[config.mk]
export PLATFORM = sky130hd
export DESIGN_NAME = sbma_queue
export DESIGN_NICKNAME = d
export VERILOG_FILES = /design/src/design/sbma_pkg.sv /design/src/design/sbma_queue.sv
export SDC_FILE = /design/constraint.sdc
export NUM_CORES = 1
export LEC_CHECK = 0
export ABC_AREA = 1
export BUFFER_PORTS_ARGS = -buffer_cell sky130_fd_sc_hd__buf_4
export CORE_AREA = 2 2 51 101
export CTS_CLUSTER_DIAMETER = 200
export CTS_CLUSTER_SIZE = 24
export DETAILED_ROUTE_END_ITERATION = 6
export DIE_AREA = 0 0 53 103
export PLACE_DENSITY = 0.81
export SYNTH_ARGS = -nofsm -noshare
export SYNTH_HDL_FRONTEND = slang
export SYNTH_SLANG_ARGS = --single-unit
[constraint.sdc]
create_clock -name clk -period 1.32 [get_ports clk]
set_input_delay 0.066 -clock clk [delete_from_list [all_inputs] [get_ports clk]]
set_output_delay 0.066 -clock clk [all_outputs]
set_load 0.05 [all_outputs]
[src/design/sbma_pkg.sv]
// shared types and constants for the spi backup memory slave
package sbma_pkg;

	localparam int unsigned ADDR_W  = 24;
	localparam int unsigned WORD_W  = 16;
	localparam int unsigned RECIP_W = 26;
	localparam int unsigned QDEPTH  = 4;
	localparam int unsigned QPTR_W  = $clog2(QDEPTH);

	localparam logic [7:0] OP_IDLE  = 8'h00;
	localparam logic [7:0] OP_WRSR  = 8'h01;
	localparam logic [7:0] OP_WRITE = 8'h02;
	localparam logic [7:0] OP_READ  = 8'h03;
	localparam logic [7:0] OP_WRDI  = 8'h04;
	localparam logic [7:0] OP_RDSR  = 8'h05;
	localparam logic [7:0] OP_WREN  = 8'h06;
	localparam logic [7:0] OP_IRDA  = 8'h08;
	localparam logic [7:0] OP_WRHI  = 8'h0A;
	localparam logic [7:0] OP_RDHI  = 8'h0B;

	localparam logic [7:0] BYTE_ERASED   = 8'hFF;
	localparam logic [7:0] BYTE_IRDA     = 8'hAA;
	localparam logic [7:0] STATUS_MASK   = 8'hFC;
	localparam logic [7:0] STATUS_WEL    = 8'h02;
	localparam logic [ADDR_W-1:0] ADDR_ONE_BYTE_MASK = 24'h0001FF;

	typedef struct packed {
		logic       is_ctrl;
		logic [7:0] data;
		logic       hold_cs;
		logic       slot_mode;
		logic       word_zero;
	} item_t;

	typedef struct packed {
		logic clearing;
	} back_status_t;

endpackage

[src/design/sbma_queue.sv]
// short fifo between the front end and the back end
module sbma_queue import sbma_pkg::*; (
	input  logic  clk,
	input  logic  arst_n,
	input  logic  push,
	input  item_t push_item,
	output logic  full,
	input  logic  pop,
	output logic  head_valid,
	output item_t head_item
);

	item_t             entry_q [QDEPTH];
	logic [QPTR_W-1:0] wr_ptr_q;
	logic [QPTR_W-1:0] rd_ptr_q;
	logic [QPTR_W:0]   count_q;

	assign full       = (count_q == (QPTR_W+1)'(QDEPTH));
	assign head_valid = (count_q != '0);
	assign head_item  = entry_q[rd_ptr_q];

	always_ff @(posedge clk or negedge arst_n) begin
		if (!arst_n) begin
			wr_ptr_q <= '0;
			rd_ptr_q <= '0;
			count_q  <= '0;
		end else begin
			if (push) begin
				wr_ptr_q <= wr_ptr_q + 1'b1;
			end
			if (pop) begin
				rd_ptr_q <= rd_ptr_q + 1'b1;
			end
			if (push && !pop) begin
				count_q <= count_q + 1'b1;
			end else if (pop && !push) begin
				count_q <= count_q - 1'b1;
			end
		end
	end

	always_ff @(posedge clk) begin
		if (push) begin
			entry_q[wr_ptr_q] <= push_item;
		end
	end

endmodule

[Word level (Yosys, flattened, before mapping)]
Memories as Yosys holds them, arrays and structs flattened.
Index checks and enable logic that the tools add are counted.
Widths: inputs -> output; s select.
Word-level totals
  register bits: 7
  bits in writable memories: 48
  bits of input ports: 16
  output and inout port bits: 14
  logic and storage cells: 19
  memories kept: 1
Memories
  entry_q: depth 4, width 12, read ports 1, clocked after Yosys merged registers in 0, write ports 1, RTL line sbma_queue.sv:13  | item_t entry_q [QDEPTH];
Cells by class
  add/sub/neg operators: 4
  equality and inequality tests: 1
  muxes and demuxes: 4
  reductions and logical operators: 6
Operators by type and width (number)
  $mux 3: 2
  $add 2x1->2 const B: 2
  $add 3x1->3 const B: 1
  $eq 3x3->1 const B: 1
  $reduce_bool 3->1: 1
  $sub 3x1->3 const B: 1
  $logic_and 1x1->1: 2
  $logic_not 1->1: 2
  $mux 1: 2
  $reduce_bool 2->1: 1

[Longest topological paths before layout]
  depth in word-level cells: 4
  mapped depth: 9
  mapped depth without buffers: 9

[Least setup slack after synthesis]
Ideal clock, no wire load.
  path type: flip-flop to output port
  start point: reg count_q[0]
  end point: out full
  arrival time: 1522 ps
  required time: 1254 ps
  path slack: -268 ps
  cell stages (with the launch flop): 2
  buffers on the path: 0
  cell sequence: dfrtp_1 -> nor3_1
On the way
  longest elaborated chain between the ends: 1
RTL lines
  from (decl): RTL line sbma_queue.sv:16  | logic [QPTR_W:0] count_q;
  from (signal assigned): RTL line sbma_queue.sv:35  | count_q <= count_q + 1'b1;
  from (signal assigned): RTL line sbma_queue.sv:37  | count_q <= count_q - 1'b1;
  $eq 3x3->1: RTL line sbma_queue.sv:18  | assign full = (count_q == (QPTR_W+1)'(QDEPTH));
  to (decl): RTL line sbma_queue.sv:7  | output logic full,
Every way passes these cells.

==> qor.log <==
[global_route] number of global-route vias before repair 1596
[worst_setup_path] critical path's most frequent cell sky130_fd_sc_hd__nand2_1
[global_route] antenna violations before repair 0
[die] I/O Pins 30
[run_status] status finished, violations left
[placement] IO buf count 29
[sta] transition time at the pin with the least slew margin 0.277 ns
[die] die area 0.00546 sq mm
[die] Die Span X 53 um
[layout] Final nets 268
[detailed_routing] number of DRC markers after the initial detailed-route iteration 18
[worst_setup_path] kind of cell adding the most delay to the critical path flip-flops
[worst_setup_path] classification of the worst setup path reg -> out
[layout] layout cells sized above 1 23.1%
[detailed_routing] DRC violations left 0
[worst_setup_path] Critical Path Sink Type output port
[clocking] TritonCTS clock tree done
[pwr] largest voltage drop on the vdd net 2.03 mV
[clocking] clock tree buffer depth 2
[sta] Setup WS post-layout -0.171 ns
[synth] FF+latch count, synth 55
[worst_setup_path] cell-by-cell trace of the critical path buf_12 > nand2_1 > o211ai_1 > nand2_1 > buf_6
[pwr] leakage power of the design 1.30 nW
[clocking] number of buffers created by CTS 5
[sta] # setup viols final 12
[global_route] overflow left after global routing 0
[sta] slew margin rel. 81.5%
[die] height of the chip 103 um
[sta] total negative slack -1.54 ns
[synth] Post-Synthesis Net Count 211
[worst_setup_path] largest stage delay on the critical path 0.40 ns
[global_route] total global-route track usage 18.4%
[worst_setup_path] Critical-path top delay cell sky130_fd_sc_hd__dfrtp_1
[sta] unrepaired setup endpoints after global routing yes
[synth] Synth warnings 0
[pwr] Pwr per Cell Area 2380 mW/mm^2
[global_route] global-route wire length before repair 7.07 mm
[layout] signed area change from the synthesized netlist to the final layout 27.9%
[detailed_routing] remaining number of nets flagged by the antenna check after routing 0
[detailed_routing] via/cell ratio 4.94
[layout] # diodes 0
[detailed_routing] first drt pass iteration count 4
[clocking] clock tree root buffer cell sky130_fd_sc_hd__clkbuf_8
[synth] library cells used by synthesis 18
[placement] hpwl dp 2.89 mm
[detailed_routing] Routed Wire Length 4.29 mm
[worst_hold_path] Tightest Hold Check Type in -> reg
[die] starting density of the core 49.6%
[clocking] Worst-path clk slew 0.10 ns
[worst_setup_path] Worst Setup Start Kind flop
[sta] max frequency 671 MHz
[run_status] violated checks setup timing
[clocking] number of clock sinks 55
[placement] final weighted congestion in routability-driven placement 0.784
[synth] mean cell area of the mapped netlist 12.4 sq um
[synth] post-synthesis cell count 189
[worst_setup_path] maximum fanout along the worst path 50
[synth] sequential-to-total area share from yosys stat 68.9%
[worst_setup_path] arrival time of the worst setup path 1.42 ns
[sta] Final Skew 0.0119 ns
[clocking] H-tree Lvls 2
[detailed_routing] detailed-route wire length per cell 14.1 um
[job] max-cap viol count 0
[sta] portion of the clock cycle consumed by the worst path in the final layout 113%
[sta] Max Transition Viols Final 0
[sta] Hold Vio Cnt, Final 0
[worst_setup_path] Bufs and invs on worst path 2
[detailed_routing] Via Count 1503
[worst_setup_path] worst endpoint required time 1.25 ns
[sta] hold_ws 0.0372 ns
[synth] mapped cell area 0.00234 sq mm
[clocking] clock latency of the later-clocked register in the worst-skew pair 0.31 ns
[die] Core Region 0.00473 sq mm
[die] Cell Rows 36
[sta] Final Critical Period 1.49 ns
[pwr] total power consumption of the routed design 0.00713 W
[global_route] largest net degree at the start of global routing 51
==> logic make-up after synthesis <==
logic type / synth area share (%)
AO/OA/AOI/OAI: 7.90
XOR/XNOR: 1.49
AND/OR/NAND/NOR: 8.86
adder cells (fa/ha/maj): 3.52
flip-flops: 68.9
buffers and inverters: 9.28
==> tightest hold or removal path, delay by kind of cell <==
family                    cells  cell delay, ns
buffers and inverters         1            0.12
and+or+nand+nor               1            0.07
xor gates and xnor gates      1            0.06
==> area by class of cell <==
cell class	instances	area [sq um]
Fill cell	368	1730
Sequential cell	55	1620
Timing Repair Buffer	59	552
Multi-Input combinational cell	89	527
Inverter	36	135
Tap cell	57	71.3
Clock buffer	5	68.8
Clock inverter	3	26.3
==> worst paths after layout <==
| path | start | to | slack [ns] | depth (start not counted) |
|---|---|---|---|---|
| max | rd_ptr_q[0] | head_item[5] | -0.17 | 5 |
| max reg2reg | wr_ptr_q[0] | entry_q[1][8] | 0.04 | 5 |
| min reg2reg | count_q[2] | count_q[2] | 0.49 | 2 |
| max in group asynchronous | arst_n | count_q[2] | 1.10 | 2 |
| min in group asynchronous | arst_n | count_q[0] | 0.09 | 2 |
| min | pop | rd_ptr_q[1] | 0.04 | 3 |
==> stage by stage <==
step	area, sq um	setup WS [ns]	util (%)	instances
2_1_floorplan	2350	0.0632	-	189
3_3_place_gp	2650	0.121	56.1	277
3_5_place_dp	2650	0.0551	56.1	277
4_1_cts	2960	-0.177	62.6	301
5_1_grt	3000	-0.252	63.4	304
6_report	3000	-0.171	63.4	304
==> cells in the mapped netlist <==
library cell	number	share of area (%)
sky130_fd_sc_hd__o21ai_1	1	0.21
sky130_fd_sc_hd__inv_2	1	0.16
sky130_fd_sc_hd__nor3_1	1	0.21
sky130_fd_sc_hd__edfxtp_1	48	61
sky130_fd_sc_hd__buf_2	2	0.43
sky130_fd_sc_hd__xor2_1	3	1.1
sky130_fd_sc_hd__inv_1	35	5.6
sky130_fd_sc_hd__o211ai_1	24	7.7
sky130_fd_sc_hd__buf_6	6	2.9
sky130_fd_sc_hd__dfrtp_1	7	7.5
sky130_fd_sc_hd__xnor2_1	1	0.37
sky130_fd_sc_hd__ha_1	5	2.7
sky130_fd_sc_hd__nor2_1	1	0.16
sky130_fd_sc_hd__clkbuf_2	1	0.21
sky130_fd_sc_hd__nand4_1	1	0.27
sky130_fd_sc_hd__fa_1	1	0.85
sky130_fd_sc_hd__nand2_1	50	8.0
sky130_fd_sc_hd__nand3_1	1	0.21
==> flip-flops by register name, indices dropped and copies added (netlist names) <==
register,cells
entry_q,48
count_q,3
rd_ptr_q,2
wr_ptr_q,2
==> per-layer routing <==
| metal | vias to the layer above | wire (um) | track usage (%) |
|---|---|---|---|
| met5 | - | 0 | 0 |
| met4 | 0 | 106 | 8.88 |
| met3 | 10 | 157 | 3.77 |
| met2 | 37 | 2430 | 34.5 |
| met1 | 713 | 1600 | 18.4 |
| li1 | 743 | - | - |
==> power by group <==
group          switching, W  internal, W  leakage [nW]  total [W]
logic               0.00236      0.00134         0.727    0.00370
registers          0.000173      0.00231         0.523    0.00248
clock network      0.000560     0.000391        0.0491   0.000951
total               0.00309      0.00404          1.30    0.00713
==> layout by cell type (no fill, tap or decap) <==
master	instances
sky130_fd_sc_hd__inv_2	2
sky130_fd_sc_hd__buf_4	27
sky130_fd_sc_hd__nor3_4	1
sky130_fd_sc_hd__o211ai_1	24
sky130_fd_sc_hd__dfrtp_2	1
sky130_fd_sc_hd__buf_6	15
sky130_fd_sc_hd__nand2_1	50
sky130_fd_sc_hd__dlygate4sd3_1	16
sky130_fd_sc_hd__xnor2_1	1
sky130_fd_sc_hd__edfxtp_1	48
sky130_fd_sc_hd__fa_2	1
sky130_fd_sc_hd__ha_1	5
sky130_fd_sc_hd__dfrtp_1	6
sky130_fd_sc_hd__nand3_1	1
sky130_fd_sc_hd__xor2_1	3
sky130_fd_sc_hd__nor2_2	1
sky130_fd_sc_hd__inv_1	34
sky130_fd_sc_hd__buf_12	1
sky130_fd_sc_hd__nand4_1	1
sky130_fd_sc_hd__clkbuf_8	5
sky130_fd_sc_hd__inv_6	2
sky130_fd_sc_hd__clkinv_4	1
sky130_fd_sc_hd__o21ai_1	1
==> repair_timing <==
| item | 4_1_cts | 5_1_grt |
|---|---|---|
| buffers inserted | 0 | 3 |
| endpoints found under the setup margin | 13 | 25 |
| gates resized for setup | 14 | 6 |
| hold buffers | 16 | 0 |
| endpoints found under the hold margin | 57 | 0 |
| pin swaps | 2 | 2 |
No activity file was read; power rests on OpenSTA's default activity.
